===== src/rtl/command_packet_slip_framer_macros.svh =====
// Assertion macros used by the framer's emitter.
`ifndef COMMAND_PACKET_SLIP_FRAMER_MACROS_SVH
`define COMMAND_PACKET_SLIP_FRAMER_MACROS_SVH
`ifndef SYNTH
`define CPSF_ASSERT_IMP(lbl, clk, rst, ante, cons) \
  lbl: assert property (@(posedge clk) disable iff (rst) (ante) |-> (cons)) \
    else $error("cpsf assertion failed");
`define CPSF_ASSERT_NEXT(lbl, clk, rst, ante, cons) \
  lbl: assert property (@(posedge clk) disable iff (rst) (ante) |=> (cons)) \
    else $error("cpsf assertion failed");
`else
`define CPSF_ASSERT_IMP(lbl, clk, rst, ante, cons)
`define CPSF_ASSERT_NEXT(lbl, clk, rst, ante, cons)
`endif
`endif


===== src/rtl/cpsf_pkg.sv =====
package cpsf_pkg;

  localparam logic [7:0] SLIP_END     = 8'hC0;
  localparam logic [7:0] SLIP_ESC     = 8'hDB;
  localparam logic [7:0] SLIP_ESC_END = 8'hDC;
  localparam logic [7:0] SLIP_ESC_ESC = 8'hDD;

  // Position of the emitter inside one item.
  typedef logic [3:0] pos_t;
  localparam pos_t POS_OPEN  = 4'd0;
  localparam pos_t POS_HDR0  = 4'd1;
  localparam pos_t POS_DATA  = 4'd9;
  localparam pos_t POS_CLOSE = 4'd10;

  typedef struct packed {
    logic [7:0] out_byte;
    logic       end_of_frame;
  } wire_byte_t;

endpackage


===== src/rtl/cpsf_in_if.sv =====
interface cpsf_in_if;
  logic        valid;
  logic        ready;
  logic [7:0]  opcode;
  logic [15:0] payload_length;
  logic [31:0] payload_checksum;
  logic [7:0]  data_byte;
  logic        first_byte;
  logic        last_byte;

  modport source (
    output valid, opcode, payload_length, payload_checksum, data_byte,
           first_byte, last_byte,
    input  ready
  );
  modport sink (
    input  valid, opcode, payload_length, payload_checksum, data_byte,
           first_byte, last_byte,
    output ready
  );
endinterface


===== src/rtl/cpsf_out_if.sv =====
interface cpsf_out_if;
  logic       valid;
  logic       ready;
  logic [7:0] out_byte;
  logic       end_of_frame;

  modport source (output valid, out_byte, end_of_frame, input ready);
  modport sink (input valid, out_byte, end_of_frame, output ready);
endinterface


===== src/rtl/cpsf_emitter.sv =====
`include "command_packet_slip_framer_macros.svh"

module cpsf_emitter
  import cpsf_pkg::*;
(
  input  logic       clk,
  input  logic       rst,
  cpsf_in_if.sink    cmd,
  output logic       emit_valid,
  output wire_byte_t emit,
  input  logic       emit_ready
);

  logic        cur_valid;
  logic        in_frame;
  logic        esc_half;
  pos_t        pos;
  logic [63:0] header_shadow;
  logic [7:0]  cur_data;
  logic        cur_last;

  logic [2:0]  hdr_idx;
  logic [7:0]  raw;
  logic        esc_ok;
  logic        eof;
  logic        need_esc;
  logic        byte_end;
  logic        item_end;
  logic        step;
  logic        accept;
  logic        esc_tail;
  pos_t        pos_next;

  assign hdr_idx = 3'(pos - POS_HDR0);

  always_comb begin
    raw    = header_shadow[{hdr_idx, 3'b000} +: 8];
    esc_ok = 1'b1;
    eof    = 1'b0;
    if (pos == POS_OPEN) begin
      raw    = SLIP_END;
      esc_ok = 1'b0;
    end else if (pos == POS_CLOSE) begin
      raw    = SLIP_END;
      esc_ok = 1'b0;
      eof    = 1'b1;
    end else if (pos == POS_DATA) begin
      raw = cur_data;
    end
  end

  assign need_esc = esc_ok && (raw == SLIP_END || raw == SLIP_ESC);
  assign byte_end = !need_esc || esc_half;
  assign item_end = byte_end && ((pos == POS_DATA && !cur_last) || pos == POS_CLOSE);
  assign pos_next = (pos == POS_DATA) ? POS_CLOSE : pos + 4'd1;

  always_comb begin
    emit.end_of_frame = eof;
    if (esc_half) begin
      emit.out_byte = (raw == SLIP_END) ? SLIP_ESC_END : SLIP_ESC_ESC;
    end else if (need_esc) begin
      emit.out_byte = SLIP_ESC;
    end else begin
      emit.out_byte = raw;
    end
  end

  assign esc_tail = (emit.out_byte == SLIP_ESC_END) || (emit.out_byte == SLIP_ESC_ESC);

  assign emit_valid = cur_valid;
  assign step       = cur_valid && emit_ready;
  assign cmd.ready  = !cur_valid || (step && item_end);
  assign accept     = cmd.valid && cmd.ready;

  // An accept while an item is held only happens on the last byte of that
  // item, so the new item simply replaces it.
  always_ff @(posedge clk) begin
    if (rst) begin
      cur_valid     <= 1'b0;
      in_frame      <= 1'b0;
      esc_half      <= 1'b0;
      header_shadow <= '0;
    end else if (accept) begin
      cur_data <= cmd.data_byte;
      cur_last <= cmd.last_byte;
      esc_half <= 1'b0;
      if (cmd.first_byte) begin
        header_shadow <= {cmd.payload_checksum, cmd.payload_length, cmd.opcode, 8'h00};
        in_frame      <= !cmd.last_byte;
        cur_valid     <= 1'b1;
        pos           <= POS_OPEN;
      end else if (in_frame) begin
        in_frame  <= !cmd.last_byte;
        cur_valid <= 1'b1;
        pos       <= POS_DATA;
      end else begin
        cur_valid <= 1'b0;
      end
    end else if (step) begin
      if (byte_end) begin
        esc_half <= 1'b0;
        if (item_end) begin
          cur_valid <= 1'b0;
        end else begin
          pos <= pos_next;
        end
      end else begin
        esc_half <= 1'b1;
      end
    end
  end

  `CPSF_ASSERT_IMP(a_esc_within_item, clk, rst, esc_half, cur_valid)
  `CPSF_ASSERT_IMP(a_close_needs_last, clk, rst, cur_valid && pos == POS_CLOSE, cur_last)
  `CPSF_ASSERT_IMP(a_esc_second_byte, clk, rst, step && esc_half, esc_tail)
  `CPSF_ASSERT_NEXT(a_item_holds, clk, rst, cur_valid && !step, cur_valid)

endmodule


===== src/rtl/cpsf_out_reg.sv =====
module cpsf_out_reg
  import cpsf_pkg::*;
(
  input  logic       clk,
  input  logic       rst,
  input  logic       emit_valid,
  input  wire_byte_t emit,
  output logic       emit_ready,
  cpsf_out_if.source slip
);

  logic       valid;
  wire_byte_t held;

  assign emit_ready        = !valid || slip.ready;
  assign slip.valid        = valid;
  assign slip.out_byte     = held.out_byte;
  assign slip.end_of_frame = held.end_of_frame;

  always_ff @(posedge clk) begin
    if (rst) begin
      valid <= 1'b0;
    end else if (emit_ready) begin
      valid <= emit_valid;
      if (emit_valid) begin
        held <= emit;
      end
    end
  end

endmodule


===== src/rtl/command_packet_slip_framer.sv =====
// Command packet SLIP framer.
// The cmd channel takes one payload byte per item together with its frame
// marks; on an item with first_byte set, opcode, payload_length and
// payload_checksum are sampled for the header. The slip channel gives one
// wire byte per item: an opening 0xC0, the eight header bytes, the payload
// bytes, and a closing 0xC0 flagged by end_of_frame, with 0xC0 and 0xDB
// escaped as DB DC and DB DD. Items that arrive with no frame open and
// without first_byte are taken and dropped.
// An accepted item is held in the emitter, which hands one wire byte per
// cycle to the output register while that register can take it, so the
// first byte of an item passes the emitter and then the output register
// before it is valid on slip. An item makes one wire byte for a plain
// payload byte, two for an escaped one, and up to twenty when it opens
// and closes a frame. The next item is taken in the cycle the last byte
// of the current one moves to the output register.
// Synchronous reset empties both stages and closes any open frame. When
// the receiver stalls, the output register holds its byte, the emitter
// holds its item, and cmd.ready falls once the emitter is busy.
module command_packet_slip_framer
  import cpsf_pkg::*;
(
  input  logic       clk,
  input  logic       rst,
  cpsf_in_if.sink    cmd,
  cpsf_out_if.source slip
);

  logic       emit_valid;
  logic       emit_ready;
  wire_byte_t emit;

  cpsf_emitter u_emitter (
    .clk        (clk),
    .rst        (rst),
    .cmd        (cmd),
    .emit_valid (emit_valid),
    .emit       (emit),
    .emit_ready (emit_ready)
  );

  cpsf_out_reg u_out_reg (
    .clk        (clk),
    .rst        (rst),
    .emit_valid (emit_valid),
    .emit       (emit),
    .emit_ready (emit_ready),
    .slip       (slip)
  );

endmodule


===== src/flat_wrapper.sv =====
// flat-port wrapper written by rule: the top's interface ports become plain ports
module command_packet_slip_framer_flat import cpsf_pkg::*;
  (clk, rst, cmd_valid, cmd_opcode, cmd_payload_length, cmd_payload_checksum, cmd_data_byte, cmd_first_byte, cmd_last_byte, cmd_ready, slip_valid, slip_out_byte, slip_end_of_frame, slip_ready);
  cpsf_in_if cmd_i ();
  cpsf_out_if slip_i ();
  input  logic clk;
  input  logic rst;
  input wire logic [$bits(cmd_i.valid)-1:0] cmd_valid;
  input wire logic [$bits(cmd_i.opcode)-1:0] cmd_opcode;
  input wire logic [$bits(cmd_i.payload_length)-1:0] cmd_payload_length;
  input wire logic [$bits(cmd_i.payload_checksum)-1:0] cmd_payload_checksum;
  input wire logic [$bits(cmd_i.data_byte)-1:0] cmd_data_byte;
  input wire logic [$bits(cmd_i.first_byte)-1:0] cmd_first_byte;
  input wire logic [$bits(cmd_i.last_byte)-1:0] cmd_last_byte;
  output wire logic [$bits(cmd_i.ready)-1:0] cmd_ready;
  output wire logic [$bits(slip_i.valid)-1:0] slip_valid;
  output wire logic [$bits(slip_i.out_byte)-1:0] slip_out_byte;
  output wire logic [$bits(slip_i.end_of_frame)-1:0] slip_end_of_frame;
  input wire logic [$bits(slip_i.ready)-1:0] slip_ready;
  assign cmd_i.valid = cmd_valid;
  assign cmd_i.opcode = cmd_opcode;
  assign cmd_i.payload_length = cmd_payload_length;
  assign cmd_i.payload_checksum = cmd_payload_checksum;
  assign cmd_i.data_byte = cmd_data_byte;
  assign cmd_i.first_byte = cmd_first_byte;
  assign cmd_i.last_byte = cmd_last_byte;
  assign cmd_ready = cmd_i.ready;
  assign slip_valid = slip_i.valid;
  assign slip_out_byte = slip_i.out_byte;
  assign slip_end_of_frame = slip_i.end_of_frame;
  assign slip_i.ready = slip_ready;
  command_packet_slip_framer u_core (.clk(clk), .rst(rst), .cmd(cmd_i), .slip(slip_i));
endmodule

===== config.mk =====
export PLATFORM = sky130hd
export DESIGN_NAME = command_packet_slip_framer_flat
export DESIGN_NICKNAME = d
export VERILOG_FILES = /design/src/rtl/cpsf_pkg.sv /design/src/rtl/cpsf_in_if.sv /design/src/rtl/cpsf_out_if.sv /design/src/rtl/cpsf_emitter.sv /design/src/rtl/cpsf_out_reg.sv /design/src/rtl/command_packet_slip_framer.sv /design/src/flat_wrapper.sv
export VERILOG_INCLUDE_DIRS = /design/src /design/src/rtl
export SDC_FILE = /design/constraint.sdc
export NUM_CORES = 1
export LEC_CHECK = 0
export ABC_AREA = 1
export BUFFER_PORTS_ARGS = -buffer_cell sky130_fd_sc_hd__clkbuf_2
export CAP_MARGIN = 20
export CORE_MARGIN = 2
export CORE_UTILIZATION = 51
export CTS_CLUSTER_DIAMETER = 80
export DETAILED_ROUTE_END_ITERATION = 8
export PLACE_DENSITY = 0.87
export REMOVE_ABC_BUFFERS = 1
export SLEW_MARGIN = 20
export SYNTH_ARGS = -nofsm -noshare
export SYNTH_HDL_FRONTEND = slang
export SYNTH_SLANG_ARGS = --single-unit

===== constraint.sdc =====
create_clock -name clk -period 3.3 [get_ports clk]
set_input_delay 0.165 -clock clk [delete_from_list [all_inputs] [get_ports clk]]
set_output_delay 0.165 -clock clk [all_outputs]
set_load 0.01 [all_outputs]

## Yosys cells after proc, flatten, opt, wreduce, memory -nomap -nowiden

Index checks and enable logic that the tools add are counted.

- Bitwise logic cells: 1
- Multiplexer cells: 25
- Eq/ne operators: 6
- $add $sub $neg: 2
- Reduce and logical (&&, ||, !) cells: 26
- Shift-type cells: 1

Operators with widths:

| operator | count |
|---|---|
| indexed part select 64 x 7 -> 8 bit | 1 |
| two-way mux 8 bit | 5 |
| two-way mux 4 bit | 7 |
| == test 8 bit (second input constant) | 2 |
| two-way mux 1 bit | 13 |
| == test 4 bit (second input constant) | 2 |
| logical AND 1 bit | 6 |
| AND reduction 3 bit | 2 |
| nonzero test 2 bit | 3 |
| zero test 1 bit | 5 |
| logical OR 1 bit | 5 |
| AND reduction 5 bit | 1 |
| adder 4 x 1 -> 4 bit (second input constant) | 1 |
| zero test 4 bit | 1 |
| AND reduction 2 bit | 2 |
| inequality test 3 bit (second input constant) | 1 |
| subtractor 3 x 1 -> 3 bit (second input constant) | 1 |
| inequality test 2 x 1 -> 1 bit (second input constant) | 1 |
| OR reduction 2 bit | 1 |
| NOT 1 bit | 1 |

- Logic and storage cells: 71
- Input port bits: 70
- Bits in registers: 82
- Output and inout bits: 11

## Logic depth before layout (Yosys ltp)

- Depth in word-level cells: 16
- Depth in mapped cells: 26
- Gate-level depth less buffers: 21

## Cells and area by module

Synthesis repeated with hierarchy kept, for this count alone.

- Cell total of the unflattened synthesis: 748
- Area total of the unflattened synthesis: 4,787.1 µm²

By module, submodules not included:

| module | cells an instance | area an instance (µm²) | instances |
|---|---|---|---|
| cpsf_emitter | 730 | 4,460.5 | 1 |
| cpsf_out_reg | 18 | 326.6 | 1 |

## Worst setup path before layout

No wires, ideal clock.

- Path kind: register -> register
- From: register u_core.u_emitter.pos[0]
- To: register u_core.u_emitter.cur_data[0], enable pin
- Data arrival time: 2,760 ps
- Stages on the path, launching flop included: 22
- Setup time: 374 ps
- Path buffers: 4
- Path slack: 166 ps
- Cell sequence: edfxtp_1 buf_4 inv_4 buf_6 ha_1 buf_4 inv_4 buf_4 nand3_1 nand2_1 nand2_1 nand3_1 nand2_1 nand2_1 nor2_1 nand2_1 nand2_2 nand3_4 nand3_2 nand2_4 nand2_1 nor2_1

- Longest elaborated chain between the ends: 15

RTL lines:

| element | RTL line | source |
|---|---|---|
| start, declared | cpsf_emitter.sv:17 | `pos_t pos;` |
| start signal, assigned | cpsf_emitter.sv:105 | `pos <= pos_next;` |
| subtractor 3 x 1 -> 3 bit | cpsf_emitter.sv:34 | `assign hdr_idx = 3'(pos - POS_HDR0);` |
| indexed part select 64 x 7 -> 8 bit | cpsf_emitter.sv:37 | `raw = header_shadow[{hdr_idx, 3'b000} +: 8];` |
| two-way mux 8 bit | cpsf_emitter.sv:47 | `end else if (pos == POS_DATA) begin` |
| two-way mux 8 bit | cpsf_emitter.sv:43 | `end else if (pos == POS_CLOSE) begin` |
| two-way mux 8 bit | cpsf_emitter.sv:40 | `if (pos == POS_OPEN) begin` |
| == test 8 bit | cpsf_emitter.sv:52 | `assign need_esc = esc_ok && (raw == SLIP_END \|\| raw == SLIP_ESC);` |
| logical OR 1 bit | cpsf_emitter.sv:52 |  |
| logical AND 1 bit | cpsf_emitter.sv:52 |  |
| zero test 1 bit | cpsf_emitter.sv:53 | `assign byte_end = !need_esc \|\| esc_half;` |
| logical OR 1 bit | cpsf_emitter.sv:53 |  |
| logical AND 1 bit * | cpsf_emitter.sv:54 | `assign item_end = byte_end && ((pos == POS_DATA && !cur_last) \|\| pos == POS_CLOSE);` |
| logical AND 1 bit * | cpsf_emitter.sv:72 | `assign cmd.ready = !cur_valid \|\| (step && item_end);` |
| logical OR 1 bit * | cpsf_emitter.sv:72 |  |
| logical AND 1 bit * | cpsf_emitter.sv:73 | `assign accept = cmd.valid && cmd.ready;` |
| AND reduction 2 bit (no source line) * | - |  |
| end signal, assigned | cpsf_emitter.sv:84 | `cur_data <= cmd.data_byte;` |
| end, declared | cpsf_emitter.sv:19 | `logic [7:0] cur_data;` |

Mark *: on every way between the ends. The rest lies on a longest branch, timed or not.
A chain may end at the register's enable or synchronous reset.

## Worst setup path after layout

- From: register u_core.u_emitter.pos[0]
- To: output cmd_ready

- Longest elaborated chain between the ends: 13

RTL lines:

| element | RTL line | source |
|---|---|---|
| subtractor 3 x 1 -> 3 bit | cpsf_emitter.sv:34 |  |
| indexed part select 64 x 7 -> 8 bit | cpsf_emitter.sv:37 |  |
| two-way mux 8 bit | cpsf_emitter.sv:47 |  |
| two-way mux 8 bit | cpsf_emitter.sv:43 |  |
| two-way mux 8 bit | cpsf_emitter.sv:40 |  |
| == test 8 bit | cpsf_emitter.sv:52 |  |
| logical OR 1 bit | cpsf_emitter.sv:52 |  |
| logical AND 1 bit | cpsf_emitter.sv:52 |  |
| zero test 1 bit | cpsf_emitter.sv:53 |  |
| logical OR 1 bit | cpsf_emitter.sv:53 |  |
| logical AND 1 bit * | cpsf_emitter.sv:54 |  |
| logical AND 1 bit * | cpsf_emitter.sv:72 |  |
| logical OR 1 bit * | cpsf_emitter.sv:72 |  |
| end, declared | flat_wrapper.sv:15 | `output wire logic [$bits(cmd_i.ready)-1:0] cmd_ready;` |

Marked as above.

==> key figures <==
Final layout
  • Post-Layout Cell Count: 936
  • Commonest non-fill, non-tap cell in the layout: nand2_1
  • Most frequent cells in the layout: 220 x nand2_1, 168 x inv_1, 84 x nor2_1
  • Post-route cell area: 5473 µm²
  • Nets: 894
  • Final Util: 59.79%
  • Area growth syn-to-layout: 14.68%
  • Fill cells: 884
  • Layout cells sized above 1: 16.97%
  • # diodes: 0

Setup path
  • Crit. End Element: primary output
  • Worst reg2reg path startpoint: u_core.u_emitter.pos[0]
  • Worst EP arrival: 2.89 ns
  • Ordered list of cells on the worst path: inv_4 -> ha_1 -> inv_4 -> nand3_1 -> nand3_1 -> nand3_1 -> nand2_1 -> inv_1 -> nand2_1 -> nor2_1 -> nand2_1 -> nand2_2 -> nand3_4 -> nand3_2 -> nand2_4 -> buf_6 -> clkbuf_2
  • Critical-path top delay cell: edfxtp_1
  • Reg2Reg Setup Slack: 0.30 ns
  • CP max FO: 29
  • Buf/Inv on CP: 5
  • Slowest stage delay, CP: 0.45 ns
  • R2R cell count: 19
  • Crit path kind: flip-flop to primary output
  • Worst path depth: 17
  • Crit path launch: u_core.u_emitter.pos[0]
  • Req. time, crit path: 3.13 ns
  • R2R Path End: u_core.u_emitter.pos[2]
  • Startpoint types: flip-flop
  • CP top delay family: simple AND/OR/NAND/NOR gates

Route
  • Drt via density: 4.703
  • Via count: 4402
  • Post-Route WL: 10370 µm
  • Drt pass-1 iters: 5
  • Residual DRC: 0
  • 1st-iter DRT viols: 224
  • Post-route ant nets: 0
  • Average wire per standard cell: 11.08 µm

STA
  • Final hold vios: 0
  • Slew Limit Fails: 0
  • Worst slew margin: 37.10%
  • Setup WS post-layout: 0.2442 ns
  • Final period utilization: 92.60%
  • Slew @ Worst Pin: 0.9425 ns
  • Final Skew: 0.006413 ns
  • Final setup viols: 0
  • Final Critical Period: 3.056 ns
  • RSZ-0062 raised after global routing: no
  • Fmax: 0.3273 GHz

Global routing
  • Total grt overflow: 0
  • Vias in the first global route: 4084
  • GRT Util Overall: 22.31%
  • First-pass GRT wire length: 18150 µm
  • Initial antenna violation count: 0
  • Largest net degree at the start of global routing: 46

Floorplanning
  • I/O Pins: 81
  • Initial Utilization: 52.14%
  • Die height: 100.7 µm
  • Core Rows: 35
  • Die ar.: 10150 µm²
  • Die W: 100.7 µm
  • Core ar.: 9153 µm²

Place
  • Buffers on Ports: 80
  • Placed Instances: 912
  • Placed Area: 5165 µm²
  • Routability cong.: 0.9188
  • Dpl hpwl: 7614 µm
  • Placement Setup Slack: 0.3334 ns

Logic synthesis
  • Sequential area share after synthesis: 39.01%
  • Synth top area cells: dfxtp_1 25%, nand2_1 17%, edfxtp_1 14%
  • Synth area leader: dfxtp_1
  • Mapped Cells: 750
  • Mapped Area: 4772 µm²
  • Yosys cell types: 27
  • Ys Warns: 0
  • Syn avg cell area: 6.363 µm²
  • FF+latch count, synth: 82
  • Post-synth top area share: 25.17%

CTS
  • CTS Root Cell: clkbuf_8
  • CTS max path bufs: 2
  • Inserted Clock Buffers: 9
  • Clock Latency Late Sink: 0.37 ns
  • CTS sink count: 82
  • CTS tree: built
  • Clk slew on worst S/H paths: 0.08 ns
  • H-tree Lvls: 3

Run status
  • Status: finished, final reports clean

Worst hold path
  • Hold Path End: u_core.u_emitter.cur_data[5]
  • HP Class: primary input to flip-flop
  • Hold path depth: 1
  • Hold_sp: cmd_data_byte[5]

Power and ir drop
  • Pwr Density: 445.8 nW/µm²
  • Leak: 3.080 nW
  • Worst vdd rail ir drop: 0.0002367 V

Flow run
  • MaxCap Viol Count: 0
[timing repair]
| item | 4_1_cts | 5_1_grt |
|---|---|---|
| setup endpoints to repair | 0 | 5 |
| hold endpoints to repair | 8 | 0 |
| gates resized for setup | 0 | 4 |
| setup buffers | 0 | 0 |
| hold buffers | 8 | 0 |
[worst reg2reg max path: cells and delay by family, from the launching register on]
kind,cells,cell delay [ns]
flip-flops,1,0.45
buffers and inverters,3,0.41
adder cells (fa/ha/maj),1,0.29
AND/OR/NAND/NOR,15,1.54
[how the worst max path moves through the flow]
stage,endpoint
2_1_floorplan,u_core.u_emitter.header_shadow[34]
3_3_place_gp,u_core.u_emitter.pos[0]
6_report,cmd_ready
5_1_grt,cmd_ready
3_5_place_dp,u_core.u_emitter.pos[1]
4_1_cts,cmd_ready
[report_power, final]
part,internal (mW),switching (mW),leakage (nW)
Combinational,0.198,0.338,2.27
Clock,0.389,0.371,0.107
Sequential,1.11,0.0351,0.699
[per-stage QoR]
step / TNS (ns) / hold WS [ns] / total power [mW]
after floorplan: -46.90 / 0.2374 / 1.514
after global placement: 0 / 0.3437 / 1.675
final: 0 / 0.02815 / 2.440
after detailed placement: 0 / 0.3441 / 1.687
after CTS: 0 / 0.01721 / 2.443
after global routing: 0 / 0.02020 / 2.589
[synthesized netlist by cell type]
master,n
ha_1,4
xnor2_1,1
a21oi_1,5
buf_6,7
nand3_4,1
o21ai_0,5
xor2_1,1
nand3_2,3
inv_1,168
nor3_1,2
buf_2,9
nor2_1,84
nand4_1,56
clkbuf_1,13
or2_1,1
buf_1,7
inv_2,22
nor2_4,1
nand2_1,220
dfxtp_1,60
nand3_1,47
nand2_4,1
inv_4,2
buf_4,4
edfxtp_1,22
or2_2,1
nand2_2,3
[metal layers]
metal	vias to the layer above	wire [µm]	track usage (%)
li1	2368	-	-
met1	1912	4753	29.13
met2	108	4934	36.97
met3	14	585	5.479
met4	0	99	5.901
met5	-	0	0
[sequential cells by signal, indices dropped and copies added (netlist names)]
signal	count
u_core.u_emitter.cur_data	8
u_core.u_emitter.cur_last	1
u_core.u_emitter.emit_valid	1
u_core.u_emitter.esc_half	1
u_core.u_emitter.header_shadow	56
u_core.u_emitter.in_frame	1
u_core.u_emitter.pos	4
u_core.u_out_reg.slip.end_of_frame	1
u_core.u_out_reg.slip.out_byte	8
u_core.u_out_reg.slip.valid	1
[kinds of logic after synthesis]
| group | Yosys count | share of synthesized area (%) |
|---|---|---|
| AND/OR/NAND/NOR | 420 | 38.52 |
| buffers and inverters | 232 | 20.01 |
| flip-flops | 82 | 39.01 |
| AO/OA/AOI/OAI | 10 | 1.049 |
| adder cells (fa/ha/maj) | 4 | 1.049 |
| XOR/XNOR | 2 | 0.3671 |
[layout make-up]
class	count	area, µm²	area share (%)
well taps	111	138.9	2.538
clock buffers	14	195.2	3.567
multi-input cells	436	1966	35.92
inverters	192	725.7	13.26
clock inverters	2	15.01	0.2743
repair buffers	99	570.5	10.43
flip-flops and latches	82	1862	34.02
(Power assumes the default switching activity.)
